--- config.mk ---
export PLATFORM = sky130hd
export DESIGN_NAME = kfli_divider
export DESIGN_NICKNAME = d
export VERILOG_FILES = /design/src/kfli_pkg.sv /design/src/kfli_divider.sv
export SDC_FILE = /design/constraint.sdc
export NUM_CORES = 1
export LEC_CHECK = 0
export CELL_PAD_IN_SITES_DETAIL_PLACEMENT = 2
export CELL_PAD_IN_SITES_GLOBAL_PLACEMENT = 2
export CORE_AREA = 2 2 96 168
export DETAILED_ROUTE_END_ITERATION = 8
export DIE_AREA = 0 0 98 170
export DONT_BUFFER_PORTS = 1
export MAX_ROUTING_LAYER = met4
export PLACE_DENSITY = 0.87
export SYNTH_ARGS = -nofsm -noshare
export SYNTH_HDL_FRONTEND = slang
export SYNTH_SLANG_ARGS = --single-unit
--- constraint.sdc ---
create_clock -name clk -period 2.7 [get_ports clk]
set_input_delay 0.27 -clock clk [delete_from_list [all_inputs] [get_ports clk]]
set_output_delay 0.27 -clock clk [all_outputs]
set_load 0.03 [all_outputs]
--- src/kfli_pkg.sv ---
`default_nettype none
package kfli_pkg;

	localparam int MaxFrames = 256;
	localparam int MaxDof = 16;
	localparam int FrameAw = $clog2(MaxFrames);
	localparam int DofAw = $clog2(MaxDof);
	localparam int CoordAw = FrameAw + DofAw;
	localparam int CountW = FrameAw + 1;

	typedef enum logic [2:0] {
		ST_OK = 3'd0,
		ST_DOF = 3'd1,
		ST_ORDER = 3'd2,
		ST_FULL = 3'd3,
		ST_EMPTY = 3'd4
	} status_t;

	localparam logic OP_ADD = 1'b0;
	localparam logic OP_QUERY = 1'b1;

	// divider handshake
	typedef struct packed {
		logic start;
		logic [31:0] num;
		logic [31:0] den;
	} div_req_t;

	typedef struct packed {
		logic done;
		logic [16:0] quot;
	} div_rsp_t;

endpackage
`default_nettype wire

--- src/kfli_divider.sv ---
`default_nettype none
// Restoring divider: quot = floor((num << 16) / den), num < den, one bit a cycle.
module kfli_divider (
	input  wire logic                clk,
	input  wire logic                arst_n,
	input  wire kfli_pkg::div_req_t  req,
	output kfli_pkg::div_rsp_t       rsp
);
	import kfli_pkg::*;

	logic [32:0] rem_q;
	logic [31:0] den_q;
	logic [16:0] quot_q;
	logic [4:0]  cnt_q;
	logic        busy_q;
	logic        done_q;
	logic [33:0] shl;
	logic [33:0] diff;

	assign shl  = {rem_q, 1'b0};
	assign diff = shl - {2'b00, den_q};

	always_ff @(posedge clk or negedge arst_n) begin
		if (!arst_n) begin
			busy_q <= 1'b0;
			done_q <= 1'b0;
			cnt_q  <= '0;
		end else begin
			done_q <= 1'b0;
			if (req.start) begin
				busy_q <= 1'b1;
				cnt_q  <= 5'd0;
				rem_q  <= {1'b0, req.num};
				den_q  <= req.den;
				quot_q <= '0;
			end else if (busy_q) begin
				if (!diff[33]) begin
					rem_q  <= diff[32:0];
					quot_q <= {quot_q[15:0], 1'b1};
				end else begin
					rem_q  <= shl[32:0];
					quot_q <= {quot_q[15:0], 1'b0};
				end
				cnt_q <= cnt_q + 5'd1;
				if (cnt_q == 5'd15) begin
					busy_q <= 1'b0;
					done_q <= 1'b1;
				end
			end
		end
	end

	assign rsp.done = done_q;
	assign rsp.quot = quot_q;

`ifndef SYNTH
	a_done_after_busy: assert property (@(posedge clk) disable iff (!arst_n)
		rsp.done |-> $past(busy_q)) else $error("done without busy");
	a_quot_range: assert property (@(posedge clk) disable iff (!arst_n)
		rsp.done |-> !rsp.quot[16]) else $error("quotient overflow");
	a_no_restart: assert property (@(posedge clk) disable iff (!arst_n)
		busy_q && !req.start |=> busy_q || done_q) else $error("divider dropped");
`endif
endmodule
`default_nettype wire

======== Word-level counts from Yosys, hierarchy flattened ========
Cells that the tools add are included.
cells by class
  add/subtract/negate cells ............... 2
  equality and inequality tests ........... 1
  mux-type cells .......................... 13
  reductions and logical operators ........ 3
operator list
  operator                                              number
  two-way mux 33 bit                                    2
  subtractor 34 x 32 -> 34 bit                          1
  two-way mux 32 bit                                    1
  two-way mux 17 bit                                    1
  two-way mux 5 bit                                     2
  two-way mux 1 bit                                     7
  adder 5 x 1 -> 5 bit (second input constant)          1
  equality test 5 x 4 -> 1 bit (second input constant)  1
  AND reduction 2 bit                                   2
  nonzero test 2 bit                                    1
storage, ports and cells
  register bits ........................... 89
  input port bits ......................... 67
  word-level logic and storage cells ...... 26

======== Depth between registers and ports, before layout ========
Gate-level depths: netlist of run 1.
  word-level depth ........................ 4
  mapped depth ............................ 14
  mapped depth without buffers ............ 11

======== Worst setup path before layout of run 1 ========
Ideal clock, no wire load.
  path kind ............................... reg-to-reg
  start ................................... register rem_q[3]
  end ..................................... register rem_q[32], data pin
  arrival ................................. 2.643 ns
  required time ........................... 2.430 ns
  setup slack ............................. -0.212 ns
  cell stages (with the launch flop) ...... 11
  path buffers ............................ 0
  period minus slack after synthesis ...... 2.912 ns
  cells stage by stage .................... edfxtp_1 -> ha_1 -> a21o_1 -> a21oi_1 -> a21oi_1 -> or3b_1 -> a2111oi_2 -> nor2_1 -> o41a_1 -> a31oi_1 -> o31ai_1
on the way
  word-level cells in the longest chain between the ends .. 3
ends and longest elaborated chain
  what                          RTL line            RTL
  from (decl)                   kfli_divider.sv:11  logic [32:0] rem_q;
  from (signal assigned)        kfli_divider.sv:33  rem_q <= {1'b0, req.num};
  from (signal assigned)        kfli_divider.sv:38  rem_q <= diff[32:0];
  from (signal assigned)        kfli_divider.sv:41  rem_q <= shl[32:0];
  subtractor 34 x 32 -> 34 bit  kfli_divider.sv:21  assign diff = shl - {2'b00, den_q};
  two-way mux 33 bit            kfli_divider.sv:37  if (!diff[33]) begin
  two-way mux 33 bit            kfli_divider.sv:36  end else if (busy_q) begin
No other way between the ends. The select of a mux whose other input is x is not followed.
A chain may end at the register's enable or synchronous reset.

======== Final worst setup path of run 1 ========
  start ................................... register rem_q[18]
  end ..................................... register rem_q[20], data pin
on the way
  word-level cells in the longest chain between the ends .. 4
ends and longest elaborated chain
  what                          RTL line            RTL
  subtractor 34 x 32 -> 34 bit  kfli_divider.sv:21
  two-way mux 33 bit            kfli_divider.sv:37
  two-way mux 33 bit            kfli_divider.sv:36
  two-way mux 32 bit            kfli_divider.sv:30  if (req.start) begin
No other way between the ends. The select of a mux whose other input is x is not followed.

==> results of run 1 <==
## flip-flops by register name (all words and copies together) (netlist names)
| register | count |
|---|---|
| cnt_q | 5 |
| den_q | 32 |
| busy_q | 1 |
| rem_q | 33 |
| quot_q | 17 |
| done_q | 1 |
## power by group through the flow
stage	logic, mW	clock network [mW]	registers [mW]
after floorplan	1.18	0	1.81
after global placement	1.71	0	1.84
after detailed placement	1.85	0	1.85
after CTS	2.27	1.34	1.83
after global routing	2.73	1.40	1.85
final	2.62	1.35	1.84
## final cells by class
cell class | instances | area (sq um) | share of cell area [%]
clock inverters | 7 | 81.33 | 1.058
inverters | 42 | 157.7 | 2.051
flip-flops and latches | 89 | 2638 | 34.31
multi-input cells | 386 | 3097 | 40.28
repair buffers | 144 | 1256 | 16.34
well taps | 186 | 232.7 | 3.027
clock buffers | 9 | 225.2 | 2.930
## critical path, delay by kind of cell, from the launching register on
| kind | cells | cell delay (ps) |
|---|---|---|
| flip-flops | 1 | 450 |
| buffers and inverters | 2 | 360 |
| AO/OA/AOI/OAI | 3 | 810 |
| AND/OR/NAND/NOR | 5 | 1170 |
| adder cells (fa/ha/maj) | 1 | 440 |
## timing repair
action / 4_1_cts / 5_1_grt
buffers inserted: 9 / 14
pin swaps: 16 / 17
setup endpoints to repair: 34 / 34
hold endpoints to repair: 35 / 27
hold buffers: 25 / 10
cloned: 2 / 0
gates resized for setup: 60 / 24
## layer usage
layer / wire length, microns / global-route usage, % / up-vias / part of all wire (%)
met5: 0 / - / - / 0
met4: 1829 / 19.99 / 0 / 7.1
met3: 1049 / 4.928 / 131 / 4.1
met2: 14110 / 54.82 / 235 / 55
met1: 8817 / 27.93 / 2634 / 34
li1: - / - / 2223 / -
## how the worst max path moves through the flow
stage                           to  slack (ps)  cells after the start
2_1_floorplan   rem_q[1]$_DFFE_PP_        -110                     12
3_3_place_gp   rem_q[29]$_DFFE_PP_        -410                     11
3_5_place_dp   rem_q[30]$_DFFE_PP_        -570                     10
4_1_cts        rem_q[21]$_DFFE_PP_        -370                     12
5_1_grt        rem_q[20]$_DFFE_PP_        -720                     13
6_report       rem_q[20]$_DFFE_PP_        -730                     11
## kinds of logic (layout without fill, tap and decap cells)
family	after synthesis	in the layout	share of synthesized area [%]
buf+inv	62	202	4.728
simple gates	144	144	12.01
flops	89	89	47.23
mux	44	44	7.887
compound gates	135	135	15.84
fa+ha+maj	34	34	7.753
xor+xnor	29	29	4.549
## synth_stat cells, drive strengths merged, types with 4 or more instances
master	count
o21ai	37
mux2i	44
and2	6
a2111oi	4
clkbuf	11
edfxtp	82
nor3	6
o21a	5
nand2	56
a21boi	4
a21o	13
nand3	7
and3	6
xor2	15
xnor2	14
nor2	38
o211ai	5
a211oi	4
nand4	5
inv	42
dfrtp	7
buf	9
a21oi	39
ha	33
==> results_dict.tcl, run 1 <==
set metrics [dict create \
    outcome "finished with violations" \
    violations "setup timing" \
    final.setup.worst_slack_ps -733.1 \
    path_cells "ha_1, nand2_1, nor2_1, o2111ai_2, a21oi_4, nor4_4, nor4_4, buf_6, buf_12, nand2_2, o211ai_1" \
    placed_cell_area_sq_um 6437 \
    grt_first_pass_wirelength_microns 35890 \
    final_common_cell "buf_4" \
    ys_warn_count 0 \
    p_per_area_nw_per_um2 756.3 \
    hold_viol 0 \
    place.gp.congestion 0.8492 \
    maxCapViolCount 0 \
    synth_edf_count 82 \
    slowest_delay_ps 450 \
    synth_cells 537 \
    diodes 0 \
    syn-num-nets 638 \
    min_from "req[32]" \
    crit_type "flop to flop" \
    die_h_microns 170 \
    syn2layout_area_growth_pct 37.67 \
    mostFrequentLayoutCells "100 x buf_4, 82 x edfxtp_1, 54 x nand2_1, 40 x inv_1, 40 x mux2i_1" \
    n_fill_cell 1537 \
    power.leakage_nw 3.364 \
    hold_path_depth 1 \
    syn_area_per_cell_sq_um 10.40 \
    gr-total-overflow 0 \
    post-route-cell-area_sq_um 7687 \
    r2r_end "rem_q[20]$_DFFE_PP_" \
    ir_drop_uv 588.7 \
    ant_nets 0 \
    drive_gt1_share_pct 28.95 \
    clkPwrFrac_pct 23.3 \
    synth_top_area_share_pct 44.10 \
    setup_tns_ps -20660 \
    yosysTopAreaCell "edfxtp_1" \
    setup-violations-final 34 \
    track_usage_pct 29.81 \
    grt_pass1_vias 5947 \
    cp_common_cell "nor4_4" \
    reg2reg_setup_slack_ps -730 \
    synthArstFlopShare_pct 7.865 \
    cp-start-kind "flop" \
    num_vias 5223 \
    total_power_mw 5.814 \
    slew-limit-headroom_pct 30.24 \
    grt_start_max_net_pins 57 \
    startpoint "rem_q[18]$_DFFE_PP_" \
    seqPwrFrac_pct 31.7 \
    synth_cell_types 59 \
    max_freq_ghz 0.2913 \
    drt-initial-drc-count 313 \
    slew_violations 0 \
    viasPerCell 6.052 \
    die_width_microns 98 \
    place_ws_ps -568.0 \
    synth_seq_area_share_pct 47.23 \
    htreeDepth 3 \
    holdWs_ps 88.32 \
    start_util_pct 36.64 \
    clk_latency_ps 380 \
    cp_max_fo 6 \
    reg2reg_depth 11 \
    power_switching_share_pct 39.08 \
    fin_nets 773 \
    clock_skew_ps 18.94 \
    route.detailed.drc 0 \
    cts_max_path_buffers 2 \
    crit_slowest_cell "edfxtp_1" \
    power.switching_mw 2.272 \
    worst_slew_pin_slew_ps 1042 \
    portBuffers 0 \
    io-pin-count 85 \
    die-area_sq_um 16660 \
    synthTopCellsByArea "edfxtp_1 44%, mux2i_1 7.9%, ha_1 7.4%, nand2_1 3.8%, a21oi_1 3.2%" \
    hpwlAfterDp_microns 13850 \
    synth_ff_type "edfxtp_1" \
    worstHoldEndpoint "rem_q[0]$_DFFE_PP_" \
    finalCritPeriodShare_pct 127.2 \
    cts_buffers 9 \
    cts_root_buf "clkbuf_16" \
    hold_path.class "input pin to flop" \
    cts_sinks 89 \
    dp.cells 787 \
    core_area_sq_um 15240 \
    synth-seq-cells 89 \
    internal_power_mw 3.542 \
    fin_util_pct 50.44 \
    dr.pass1.iters 7 \
    antenna_found_initial 0 \
    drt_wl_total_microns 25810 \
    tritoncts "done" \
    fin_cells 863 \
    cp-end-kind "flop" \
    critPathArrivalTime_ps 3610 \
    comb_power_share_pct 45.1 \
    post_drt_wl_per_cell_microns 29.90 \
    period_minus_slack_ps 3433 \
    r2r-start "rem_q[18]$_DFFE_PP_" \
    rsz0062_at_grt "true" \
    syn_area_sq_um 5584 \
    num_rows 60 \
    cts.clk_slew.worst_paths_ps 80 \
    crit_required_ps 2880 \
]
(Power assumes the default switching activity.)
==> run 2: changes to the inputs <==
--- a/config.mk
+++ b/config.mk
@@ -11,8 +11,10 @@
 export DETAILED_ROUTE_END_ITERATION = 8
 export DIE_AREA = 0 0 98 170
 export DONT_BUFFER_PORTS = 1
+export HOLD_SLACK_MARGIN = 0.02
 export MAX_ROUTING_LAYER = met4
 export PLACE_DENSITY = 0.87
+export RECOVER_POWER = 100
 export SYNTH_ARGS = -nofsm -noshare
 export SYNTH_HDL_FRONTEND = slang
 export SYNTH_SLANG_ARGS = --single-unit
==> run 2 against run 1 <==
The run ends with capacitance limit, slew limit, setup timing left. First-iteration DRC count is 6.4% lower. Global-route usage is 0.52 points higher. Power is 1.4% higher. Flip-flop and latch count stayed put. Critical path type unchanged. Critical endpoint is now rem_q[32]$_SDFFCE_PP0P_. Highest routed layer unchanged.
==> results_dict.tcl, run 2 (synthesis results as in run 1) <==
set metrics [dict create \
    tritoncts "done" \
    hold_path.class "input pin to flop" \
    crit_slowest_cell "or3b_4" \
    io-pin-count 85 \
    fin_cells 865 \
    grt_first_pass_wirelength_microns 36360 \
    place.gp.congestion 0.8492 \
    core_area_sq_um 15240 \
    violations "capacitance limit, slew limit, setup timing" \
    clock_skew_ps 23.79 \
    final_common_cell "buf_4" \
    drt_wl_total_microns 26460 \
    crit_type "flop to flop" \
    cp.buffers_inverters 1 \
    ant_nets 0 \
    num_rows 60 \
    fin_util_pct 50.73 \
    cts_buffers 9 \
    slew-limit-headroom_pct -10.80 \
    setup-violations-final 34 \
    viasPerCell 6.027 \
    crit_required_ps 2820 \
    worst_slew_pin_slew_ps 1662 \
    track_usage_pct 30.33 \
    dp.cells 787 \
    cts_sinks 89 \
    power.leakage_nw 3.370 \
    num_vias 5213 \
    start_util_pct 36.64 \
    rsz0062_at_grt "true" \
    max_freq_ghz 0.2942 \
    grt_start_max_net_pins 57 \
    die_width_microns 98 \
    p_per_area_nw_per_um2 762.9 \
    cp_max_fo 2 \
    reg.largest.list "rem_q x33, den_q x32, quot_q x17" \
    finalCritPeriodShare_pct 125.9 \
    syn2layout_area_growth_pct 38.45 \
    drt-initial-drc-count 293 \
    outcome "finished with violations" \
    mostFrequentLayoutCells "96 x buf_4, 82 x edfxtp_1, 55 x nand2_1, 40 x inv_1, 38 x mux2i_1" \
    final.setup.worst_slack_ps -698.7 \
    gr-total-overflow 0 \
    die-area_sq_um 16660 \
    die_h_microns 170 \
    htreeDepth 3 \
    dr.pass1.iters 4 \
    antenna_found_initial 1 \
    post_drt_wl_per_cell_microns 30.59 \
    largest_reg_flops 33 \
    grt_pass1_vias 5964 \
    slew_violations 27 \
    cts.clk_slew.worst_paths_ps 80 \
    slowest_delay_ps 440 \
    cts_max_path_buffers 2 \
    portBuffers 0 \
    clk_latency_ps 380 \
    cp-end-kind "flop" \
    critPathArrivalTime_ps 3520 \
    path_cells "inv_1, ha_4, nor2b_1, o2111ai_2, a21oi_2, or3b_4, a2111oi_4, nor2_1, o41a_1, a31oi_1, o31ai_2" \
    fin_nets 774 \
    hpwlAfterDp_microns 13850 \
    cp-start-kind "flop" \
    ir_drop_uv 580.5 \
    cts_root_buf "clkbuf_16" \
    period_minus_slack_ps 3399 \
    path_delay_family "compound AO/OA/AOI/OAI gates" \
    route.detailed.drc 0 \
    drive_gt1_share_pct 28.91 \
    maxCapViolCount 1 \
    hold_viol 0 \
    largest_register "rem_q" \
]
==> run 2: changes by cell type in the layout (fill, tap and decap cells not counted), sizes merged <==
cell and change:
buf -3, diode +1, clkbuf +5, dlygate4sd3 -1
==> run 2: layer usage <==
metal / wire [microns] / part of all wire, % / GRT usage, %
met5: 0 / 0 / -
met4: 1805 / 6.8 / 19.69
met3: 1042 / 3.9 / 6.037
met2: 14280 / 54 / 55.42
met1: 9335 / 35 / 28.38
==> run 2: worst paths after layout <==
| check | end | startpoint | cells past startpoint | slack (ps) |
|---|---|---|---|---|
| worst max-delay path | rem_q[32]$_SDFFCE_PP0P_ | den_q[2]$_DFFE_PP_ | 11 | -700 |
| worst min-delay path | quot_q[0]$_SDFFCE_PP0P_ | req[64] | 1 | 80 |
| worst max register to register | rem_q[32]$_SDFFCE_PP0P_ | den_q[2]$_DFFE_PP_ | 11 | -700 |
| worst min register to register | cnt_q[0]$_DFFE_PN0N_ | cnt_q[0]$_DFFE_PN0N_ | 2 | 640 |
| max in group asynchronous | cnt_q[3]$_DFFE_PN0N_ | arst_n | 1 | 1450 |
| min in group asynchronous | cnt_q[0]$_DFFE_PN0N_ | arst_n | 1 | 570 |
==> run 2: repair_timing <==
action | CTS | global route
buffers inserted | 9 | 15
pin swaps | 16 | 16
hold endpoints to repair | 62 | 0
gates cloned | 2 | 1
resized for setup | 60 | 34
hold buffers | 34 | 0
setup endpoints to repair | 34 | 34
==> run 2: cell type report <==
cell class / instances / area [sq um]
clock buffers: 9 / 225.2
diodes: 1 / 2.502
clock inverters: 7 / 81.33
well taps: 186 / 232.7
repair buffers: 145 / 1260
flip-flops and latches: 89 / 2638
fillers: 1519 / 7508
multi-input cells: 386 / 3134
inverters: 42 / 157.7
==> run 2: power breakdown <==
group	internal [mW]	leakage, nW	total [mW]	switching, mW
Clock	0.663	0.150	1.35	0.687
Combinational	1.23	2.33	2.70	1.47
Sequential	1.69	0.892	1.85	0.158
Total	3.58	3.37	5.90	2.32
==> run 2: stage by stage <==
stage	cell area (sq um)	hold slack, ps	setup slack (ps)	power [mW]	TNS, ps
after floorplan	5667	-25.59	-106.0	2.985	-1261
after global placement	6437	-24.49	-405.9	3.550	-10330
after detailed placement	6437	-24.92	-568.0	3.696	-13730
after CTS	7458	88.31	-373.6	5.449	-10690
after global routing	7731	79.90	-760.8	6.064	-22510
final	7731	80.74	-698.7	5.898	-21550
